--- src/design/hsjt_pkg.sv ---
// ----------------------------------------------------------------------------
// hsjt_pkg
// Shared widths, codes and types of the Hermite spline trajectory evaluator.
// ----------------------------------------------------------------------------
package hsjt_pkg;

    // Field widths of the streams and registers.
    localparam int NODE_IDX_W  = 5;
    localparam int JOINT_NUM_W = 4;
    localparam int JOINT_ID_W  = 4;
    localparam int DATA_W      = 32;
    localparam int NN_W        = 6;
    localparam int LEN_W       = 21;
    localparam int INV_W       = 32;
    localparam int HALF_W      = 16;
    localparam int CFG_IDX_W   = 2;

    localparam int S_TDATA_W   = 112;
    localparam int M_TDATA_W   = 72;

    // Fraction s and its powers are unsigned Q1.16 in [0, 1].
    localparam int FRAC_W      = 17;
    localparam logic [FRAC_W-1:0] ONE_Q = 17'd65536;

    // Basis weights are signed Q4.16 within about six times one.
    localparam int BASIS_W     = 21;

    localparam int KNOT_W      = 2 * DATA_W;

    typedef enum logic {
        OP_WRITE = 1'b0,
        OP_EVAL  = 1'b1
    } hsjt_op_t;

    typedef enum logic [CFG_IDX_W-1:0] {
        CFG_NUM_NODES   = 2'd0,
        CFG_SEG_LEN     = 2'd1,
        CFG_INV_SEG_LEN = 2'd2
    } hsjt_cfg_t;

    // One knot entry of one joint.
    typedef struct packed {
        logic signed [DATA_W-1:0] vel;
        logic signed [DATA_W-1:0] pos;
    } hsjt_knot_t;

    // Per-evaluation constants handed from the setup unit to the joint pipeline.
    typedef struct packed {
        logic signed [BASIS_W-1:0] h0;
        logic signed [BASIS_W-1:0] h1;
        logic signed [BASIS_W-1:0] h2;
        logic signed [BASIS_W-1:0] h3;
        logic signed [BASIS_W-1:0] d0;
        logic signed [BASIS_W-1:0] d1;
        logic signed [BASIS_W-1:0] d2;
        logic signed [BASIS_W-1:0] d3;
        logic [LEN_W-1:0]          len;
        logic [HALF_W-1:0]         inv_hi;
        logic [HALF_W-1:0]         inv_lo;
    } hsjt_coef_t;

endpackage

--- src/design/hsjt_setup.sv ---
// ----------------------------------------------------------------------------
// hsjt_setup
// Clamps the time, finds the segment by iterative division and computes the
// local fraction and the Hermite basis weights for one evaluation.
// ----------------------------------------------------------------------------
module hsjt_setup #(
    parameter int MAX_NODES = 32,
    parameter int JOINTS    = 16,
    parameter int AW        = 9
) (
    input  logic                        aclk,
    input  logic                        aresetn,
    input  logic                        start,
    input  logic [hsjt_pkg::DATA_W-1:0] eval_time,
    input  logic [hsjt_pkg::NN_W-1:0]   num_nodes,
    input  logic [hsjt_pkg::LEN_W-1:0]  seg_len,
    input  logic [hsjt_pkg::INV_W-1:0]  inv_seg_len,
    output logic                        done,
    output hsjt_pkg::hsjt_coef_t        coef,
    output logic [AW-1:0]               base_a,
    output logic [AW-1:0]               base_b
);

    localparam int LEN_W   = hsjt_pkg::LEN_W;
    localparam int FRAC_W  = hsjt_pkg::FRAC_W;
    localparam int BASIS_W = hsjt_pkg::BASIS_W;
    localparam int NW      = $clog2(MAX_NODES);
    localparam int NCW     = $clog2(MAX_NODES + 1);
    localparam int HOR_W   = LEN_W + NW;
    localparam int BIT_W   = (NW > 1) ? $clog2(NW) : 1;
    localparam int FPROD_W = LEN_W + hsjt_pkg::INV_W;
    localparam int SQ_W    = 2 * FRAC_W;

    localparam logic signed [BASIS_W-1:0] B_ONE = 21'sd65536;

    typedef enum logic [9:0] {
        SU_IDLE  = 10'b0000000001,
        SU_HOR   = 10'b0000000010,
        SU_CLAMP = 10'b0000000100,
        SU_DIV   = 10'b0000001000,
        SU_SEG   = 10'b0000010000,
        SU_FRAC  = 10'b0000100000,
        SU_SCALE = 10'b0001000000,
        SU_SQ    = 10'b0010000000,
        SU_CUBE  = 10'b0100000000,
        SU_BASIS = 10'b1000000000
    } su_state_t;

    su_state_t             state_reg, state_next;
    logic [BIT_W-1:0]      bit_reg;
    logic                  done_reg;

    logic [NW-1:0]         nodes_m1_reg;
    logic [LEN_W-1:0]      len_reg;
    logic [hsjt_pkg::INV_W-1:0] inv_reg;
    logic [hsjt_pkg::DATA_W-1:0] time_reg;
    logic [HOR_W-1:0]      horizon_reg;
    logic [HOR_W-1:0]      rem_reg;
    logic [NW-1:0]         quo_reg;
    logic [LEN_W-1:0]      r_reg;
    logic [FPROD_W-1:0]    frac_reg;
    logic [FRAC_W-1:0]     s_reg;
    logic [FRAC_W-1:0]     s2_reg;
    logic [FRAC_W-1:0]     s3_reg;
    logic [AW-1:0]         base_a_reg;
    logic [AW-1:0]         base_b_reg;
    hsjt_pkg::hsjt_coef_t  coef_reg;

    logic [NCW-1:0]        nodes_eff;
    logic [LEN_W-1:0]      len_eff;
    logic [HOR_W-1:0]      dshift;
    logic [HOR_W:0]        trial;
    logic                  seg_last;
    logic [NW-1:0]         k_sel;
    logic [LEN_W-1:0]      r_sel;
    logic [FPROD_W:0]      frac_rnd;
    logic [FPROD_W-16:0]   s_raw;
    logic [FRAC_W-1:0]     s_next;
    logic [SQ_W:0]         sq_rnd;
    logic [SQ_W:0]         cube_rnd;
    logic signed [BASIS_W-1:0] bs, bs2, bs3;
    hsjt_pkg::hsjt_coef_t  coef_next;

    // Effective knot count and segment length at the start of an evaluation.
    always_comb begin
        if (num_nodes < hsjt_pkg::NN_W'(2)) begin
            nodes_eff = NCW'(2);
        end else if (int'(num_nodes) > MAX_NODES) begin
            nodes_eff = NCW'(MAX_NODES);
        end else begin
            nodes_eff = NCW'(num_nodes);
        end
        len_eff = (seg_len == '0) ? LEN_W'(1) : seg_len;
    end

    // One restoring division step per cycle, most significant quotient bit first.
    always_comb begin
        dshift   = HOR_W'(len_reg) << bit_reg;
        trial    = {1'b0, rem_reg} - {1'b0, dshift};
        // The quotient reaches the last knot only at the end of the horizon.
        seg_last = (quo_reg >= nodes_m1_reg);
        k_sel    = seg_last ? (nodes_m1_reg - NW'(1)) : quo_reg;
        r_sel    = seg_last ? (rem_reg[LEN_W-1:0] + len_reg) : rem_reg[LEN_W-1:0];
        frac_rnd = (FPROD_W + 1)'(frac_reg) + (FPROD_W + 1)'(32768);
        s_raw    = frac_rnd[FPROD_W:16];
        s_next   = (s_raw > (FPROD_W - 15)'(ONE_FULL())) ? hsjt_pkg::ONE_Q
                                                         : FRAC_W'(s_raw);
        sq_rnd   = (SQ_W + 1)'(SQ_W'(s_reg) * SQ_W'(s_reg)) + (SQ_W + 1)'(32768);
        cube_rnd = (SQ_W + 1)'(SQ_W'(s2_reg) * SQ_W'(s_reg)) + (SQ_W + 1)'(32768);
    end

    function automatic logic [FRAC_W-1:0] ONE_FULL();
        return hsjt_pkg::ONE_Q;
    endfunction

    // Cubic Hermite basis and its derivative with respect to s.
    always_comb begin
        bs  = BASIS_W'(s_reg);
        bs2 = BASIS_W'(s2_reg);
        bs3 = BASIS_W'(s3_reg);
        coef_next        = coef_reg;
        coef_next.h0     = (bs3 <<< 1) - (bs2 <<< 1) - bs2 + B_ONE;
        coef_next.h1     = bs3 - (bs2 <<< 1) + bs;
        coef_next.h2     = (bs2 <<< 1) + bs2 - (bs3 <<< 1);
        coef_next.h3     = bs3 - bs2;
        coef_next.d0     = (bs2 <<< 2) + (bs2 <<< 1) - (bs <<< 2) - (bs <<< 1);
        coef_next.d1     = (bs2 <<< 1) + bs2 - (bs <<< 2) + B_ONE;
        coef_next.d2     = (bs <<< 2) + (bs <<< 1) - (bs2 <<< 2) - (bs2 <<< 1);
        coef_next.d3     = (bs2 <<< 1) + bs2 - (bs <<< 1);
        coef_next.len    = len_reg;
        coef_next.inv_hi = inv_reg[31:16];
        coef_next.inv_lo = inv_reg[15:0];
    end

    always_comb begin
        state_next = state_reg;
        unique case (state_reg)
            SU_IDLE:  if (start) state_next = SU_HOR;
            SU_HOR:   state_next = SU_CLAMP;
            SU_CLAMP: state_next = SU_DIV;
            SU_DIV:   if (bit_reg == '0) state_next = SU_SEG;
            SU_SEG:   state_next = SU_FRAC;
            SU_FRAC:  state_next = SU_SCALE;
            SU_SCALE: state_next = SU_SQ;
            SU_SQ:    state_next = SU_CUBE;
            SU_CUBE:  state_next = SU_BASIS;
            SU_BASIS: state_next = SU_IDLE;
            default:  state_next = SU_IDLE;
        endcase
    end

    always_ff @(posedge aclk) begin
        if (!aresetn) begin
            state_reg <= SU_IDLE;
            bit_reg   <= '0;
            done_reg  <= 1'b0;
        end else begin
            state_reg <= state_next;
            done_reg  <= (state_reg == SU_BASIS);
            if (state_reg == SU_CLAMP) begin
                bit_reg <= BIT_W'(NW - 1);
            end else if (state_reg == SU_DIV) begin
                bit_reg <= bit_reg - BIT_W'(1);
            end
        end
    end

    always_ff @(posedge aclk) begin
        case (state_reg)
            SU_IDLE: begin
                nodes_m1_reg <= NW'(nodes_eff - NCW'(1));
                len_reg      <= len_eff;
                inv_reg      <= inv_seg_len;
                time_reg     <= eval_time;
            end
            SU_HOR: begin
                horizon_reg <= HOR_W'(len_reg) * HOR_W'(nodes_m1_reg);
            end
            SU_CLAMP: begin
                rem_reg <= (time_reg > hsjt_pkg::DATA_W'(horizon_reg)) ? horizon_reg
                                                                       : HOR_W'(time_reg);
                quo_reg <= '0;
            end
            SU_DIV: begin
                if (!trial[HOR_W]) begin
                    rem_reg          <= trial[HOR_W-1:0];
                    quo_reg[bit_reg] <= 1'b1;
                end
            end
            SU_SEG: begin
                r_reg      <= r_sel;
                base_a_reg <= AW'(k_sel) * AW'(JOINTS);
            end
            SU_FRAC: begin
                frac_reg   <= FPROD_W'(r_reg) * FPROD_W'(inv_reg);
                base_b_reg <= base_a_reg + AW'(JOINTS);
            end
            SU_SCALE: s_reg    <= s_next;
            SU_SQ:    s2_reg   <= sq_rnd[16 +: FRAC_W];
            SU_CUBE:  s3_reg   <= cube_rnd[16 +: FRAC_W];
            SU_BASIS: coef_reg <= coef_next;
            default:  ;
        endcase
    end

    assign done   = done_reg;
    assign coef   = coef_reg;
    assign base_a = base_a_reg;
    assign base_b = base_b_reg;

endmodule

--- config.mk ---
export PLATFORM = sky130hd
export DESIGN_NAME = hsjt_setup
export DESIGN_NICKNAME = d
export VERILOG_FILES = /design/src/design/hsjt_pkg.sv /design/src/design/hsjt_setup.sv
export SDC_FILE = /design/constraint.sdc
export NUM_CORES = 2
export LEC_CHECK = 0
export ABC_AREA = 1
export BUFFER_PORTS_ARGS = -buffer_cell sky130_fd_sc_hd__buf_2
export CORE_MARGIN = 1.5
export CORE_UTILIZATION = 46
export DETAILED_ROUTE_END_ITERATION = 10
export PLACE_DENSITY = 0.66
export SYNTH_ARGS = -nofsm -noshare
export SYNTH_HDL_FRONTEND = slang
export SYNTH_SLANG_ARGS = --single-unit
--- constraint.sdc ---
create_clock -name aclk -period 24.1 [get_ports aclk]
set_input_delay 1.205 -clock aclk [delete_from_list [all_inputs] [get_ports aclk]]
set_output_delay 1.205 -clock aclk [all_outputs]
set_load 0.01 [all_outputs]
==> impl_metrics.yaml <==
setup_path:
  path_depth: 19
  crit_chain: "nand2_1, fa_1, inv_1, fa_1, fa_1, fa_1, fa_1, fa_1, inv_1, fa_1, inv_1, ha_1, a21oi_1, o21ai_0, a21oi_1, o21ai_0, a21oi_1, o21ai_0, xor2_1"
  setup.worst_path.start_class: "flip-flop"
  path_buf_inv: 3
  critPathMaxFanout: 22
  cp_slowest_cell: "edfxtp_1"
  reg2reg_depth: 19
  crit_family: "adder cells"
  cp_common_cell: "fa_1"
  endpoint_kind: "flip-flop"
  worstSetupPathType: "flip-flop to flip-flop"
  critPathMaxStageDelay_ns: 1.08
  crit_arrival_ns: 7.44
  cp.required_ns: 24.53
clock_tree:
  cts_tree: "built"
  post_cts.repair.setup_buffers: 0
  cts.clk_slew.worst_paths_ns: 0.06
  cts_resized: 0
  clock-sinks: 491
  cts_hold_repair.buffers: 0
  cts_max_path_buffers: 3
  cts_root_buf: "clkbuf_16"
  htree_levels: 3
  clk_latency_ns: 0.71
  cts_made_buffers: 66
hold_path:
  hold_path.class: "flip-flop to flip-flop"
  min_delay_path_depth: 1
synth:
  synth_adder_area_share_pct: 41.61
  synthSimpleGateAreaFrac_pct: 16.54
  synth.area.mux_share_pct: 0.03949
  synth.top_cell.area_share_pct: 29.30
  synth_edf_count: 477
  ys_seq_area_share_pct: 19.21
  synth_flop_cell: "edfxtp_1"
  synth_top_area_cell: "fa_1"
  synth_compound_area_share_pct: 6.462
  yosysWarnings: 0
  synthCells: 9178
  async_flop_share_pct: 0
  synth-seq-cells: 491
  synth.distinct_cells: 54
  synth_xor_area_share_pct: 3.364
  syn_area_mm2: 0.07603
  synth_top_family_by_area: "adder cells"
  syn_area_per_cell_um2: 8.284
  synth_area_leaders: "fa_1 (29%), edfxtp_1 (19%), ha_1 (12%)"
cells_and_area:
  diodes: 0
  layout-drive-gt1-share_pct: 6.278
  fin_nets: 11319
  largest_reg_flops: 210
  nFillCells: 15722
  synthToLayoutAreaGrowth_pct: 8.017
placed_design:
  place_congestion: 0.9508
  place_ws_ns: 17.13
  hpwl_um: 166400
  port_buffers: 323
global_route:
  grt_max_degree: 80
  gr-usage-all-layers_pct: 25.41
  grt_overflow_total: 0
  grt_pass1_vias: 63114
  grt_pass1_wl_um: 338000
  antenna_found_initial: 3
timing:
  fin_crit_sh_pct: 29.07
  fmax_ghz: 0.1427
  hold_viol_final: 0
  slew_viol_final: 0
  tightestPinTransition_ns: 1.117
  setup_tns_ns: 0
  setup-violations-final: 0
  skew_ns: 0.04141
  period_minus_slack_ns: 7.006
  slew_headroom_pct: 25.53
  finalWorstSetupSlack_ns: 17.09
  rsz0062_at_grt: "no"
route:
  met2WireLength_um: 100200
  wl_um: 209000
  highest_layer: "met5"
  wl_per_cell_um: 18.01
  drt_iter0_drc: 4019
  drc: 0
  firstDrtPassIters: 7
  vias: 59944
  drt-met1-wl_um: 88900
  vias_per_cell: 5.166
  wl_met3_um: 12430
  ant_nets: 0
floorplan:
  die_w_um: 409.6
  die_y_um: 409.6
  row_count: 149
  io-pin-count: 334
  core_mm2: 0.1646
  die_area_mm2: 0.1677
  start_util_pct: 46.19
status:
  status: "finished, final reports clean"
job:
  drv_cap: 0
## stage by stage
stage | hold WS [ns] | cells | util [%] | instance area (um2)
after global routing | 0.5429 | 11603 | 49.89 | 82130
final | 0.4978 | 11603 | 49.89 | 82130
after CTS | 0.5010 | 11603 | 49.89 | 82130
after floorplan | 0.4244 | 9187 | - | 76070
after global placement | 0.4775 | 11485 | 48.53 | 79890
after detailed placement | 0.4907 | 11485 | 48.53 | 79890
## metal layers
metal / vias up / global-route usage, %
met5: - / 0
li1: 28299 / -
met4: 6 / 9.004
met1: 29303 / 32.95
met3: 438 / 3.548
met2: 1898 / 43.29
## placed cells by master, fill, tap and decap left out, types with 10 or more instances in the layout
cell type / count
nor2_4: 14
nor3_1: 61
o21a_1: 13
conb_1: 10
ha_1: 748
xnor2_1: 105
a21o_1: 27
a31oi_1: 20
a21boi_0: 18
dfxtp_1: 14
a21oi_1: 417
nand3_1: 261
o21bai_1: 43
a211oi_1: 10
buf_2: 323
nand4_1: 73
buf_4: 84
o21ai_0: 290
clkbuf_16: 66
or2_2: 10
edfxtp_1: 477
nand2_1: 2157
xor2_1: 187
nor2_1: 407
nand2_2: 13
nor4_1: 26
o31ai_1: 10
fa_1: 1113
nor2_2: 18
o211ai_1: 15
inv_1: 2260
## cell usage after synthesis (all sizes together), types with 2 or more instances
master	count
or4	2
nand2	2174
o211a	4
and2	8
fa	1113
clkbuf	269
and3	4
o211ai	15
a21oi	418
o21ai	291
o21a	13
o31ai	10
o22ai	3
dfxtp	14
edfxtp	477
a21boi	18
or2	10
ha	748
xnor2	105
a31oi	20
nand3b	9
a221oi	8
o2111ai	4
nor4	28
nand3	263
clkinv	3
mux2i	3
nand4	74
xor2	187
a211oi	10
buf	29
nor2	441
inv	2261
o21bai	43
a21o	27
nor3	66
## path summary, 6_finish.rpt
check,slack [ns],from,endpoint
setup / recovery,17.09,inv_reg[5],frac_reg[39]
hold / removal,0.50,state_reg[9],state_reg[9]
setup reg to reg,17.09,inv_reg[5],frac_reg[39]
hold reg to reg,0.50,state_reg[9],state_reg[9]
## kinds of logic (layout without fill, tap and decap cells)
logic type,Yosys count,after routing
adder cells (fa/ha/maj),1861,1861
flip-flops,491,491
other,1,10
buffers and inverters,2562,2789
XOR/XNOR,292,292
AND/OR/NAND/NOR,3079,3079
multiplexers,3,3
AO/OA/AOI/OAI,889,889
## layout make-up
class	instances	area [um2]	share of cell area (%)
inverters	2264	8498	10.35
repair buffers	407	2247	2.736
multi-input cells	6134	51800	63.07
well taps	2189	2739	3.335
clock buffers	72	1684	2.051
flip-flops and latches	491	14600	17.78
clock inverters	46	555.5	0.6764
## worst register-to-register path: cells and delay by family (launching register included)
kind	cells	cell delay, ns
AND/OR/NAND/NOR	1	0.20
flip-flops	1	1.08
buffers and inverters	3	0.15
XOR/XNOR	1	0.18
AO/OA/AOI/OAI	6	1.39
adder cells (fa/ha/maj)	8	3.79
Power is not shown: default switching activity piles up to over one toggle a cycle in this logic, so the estimate is an artifact.
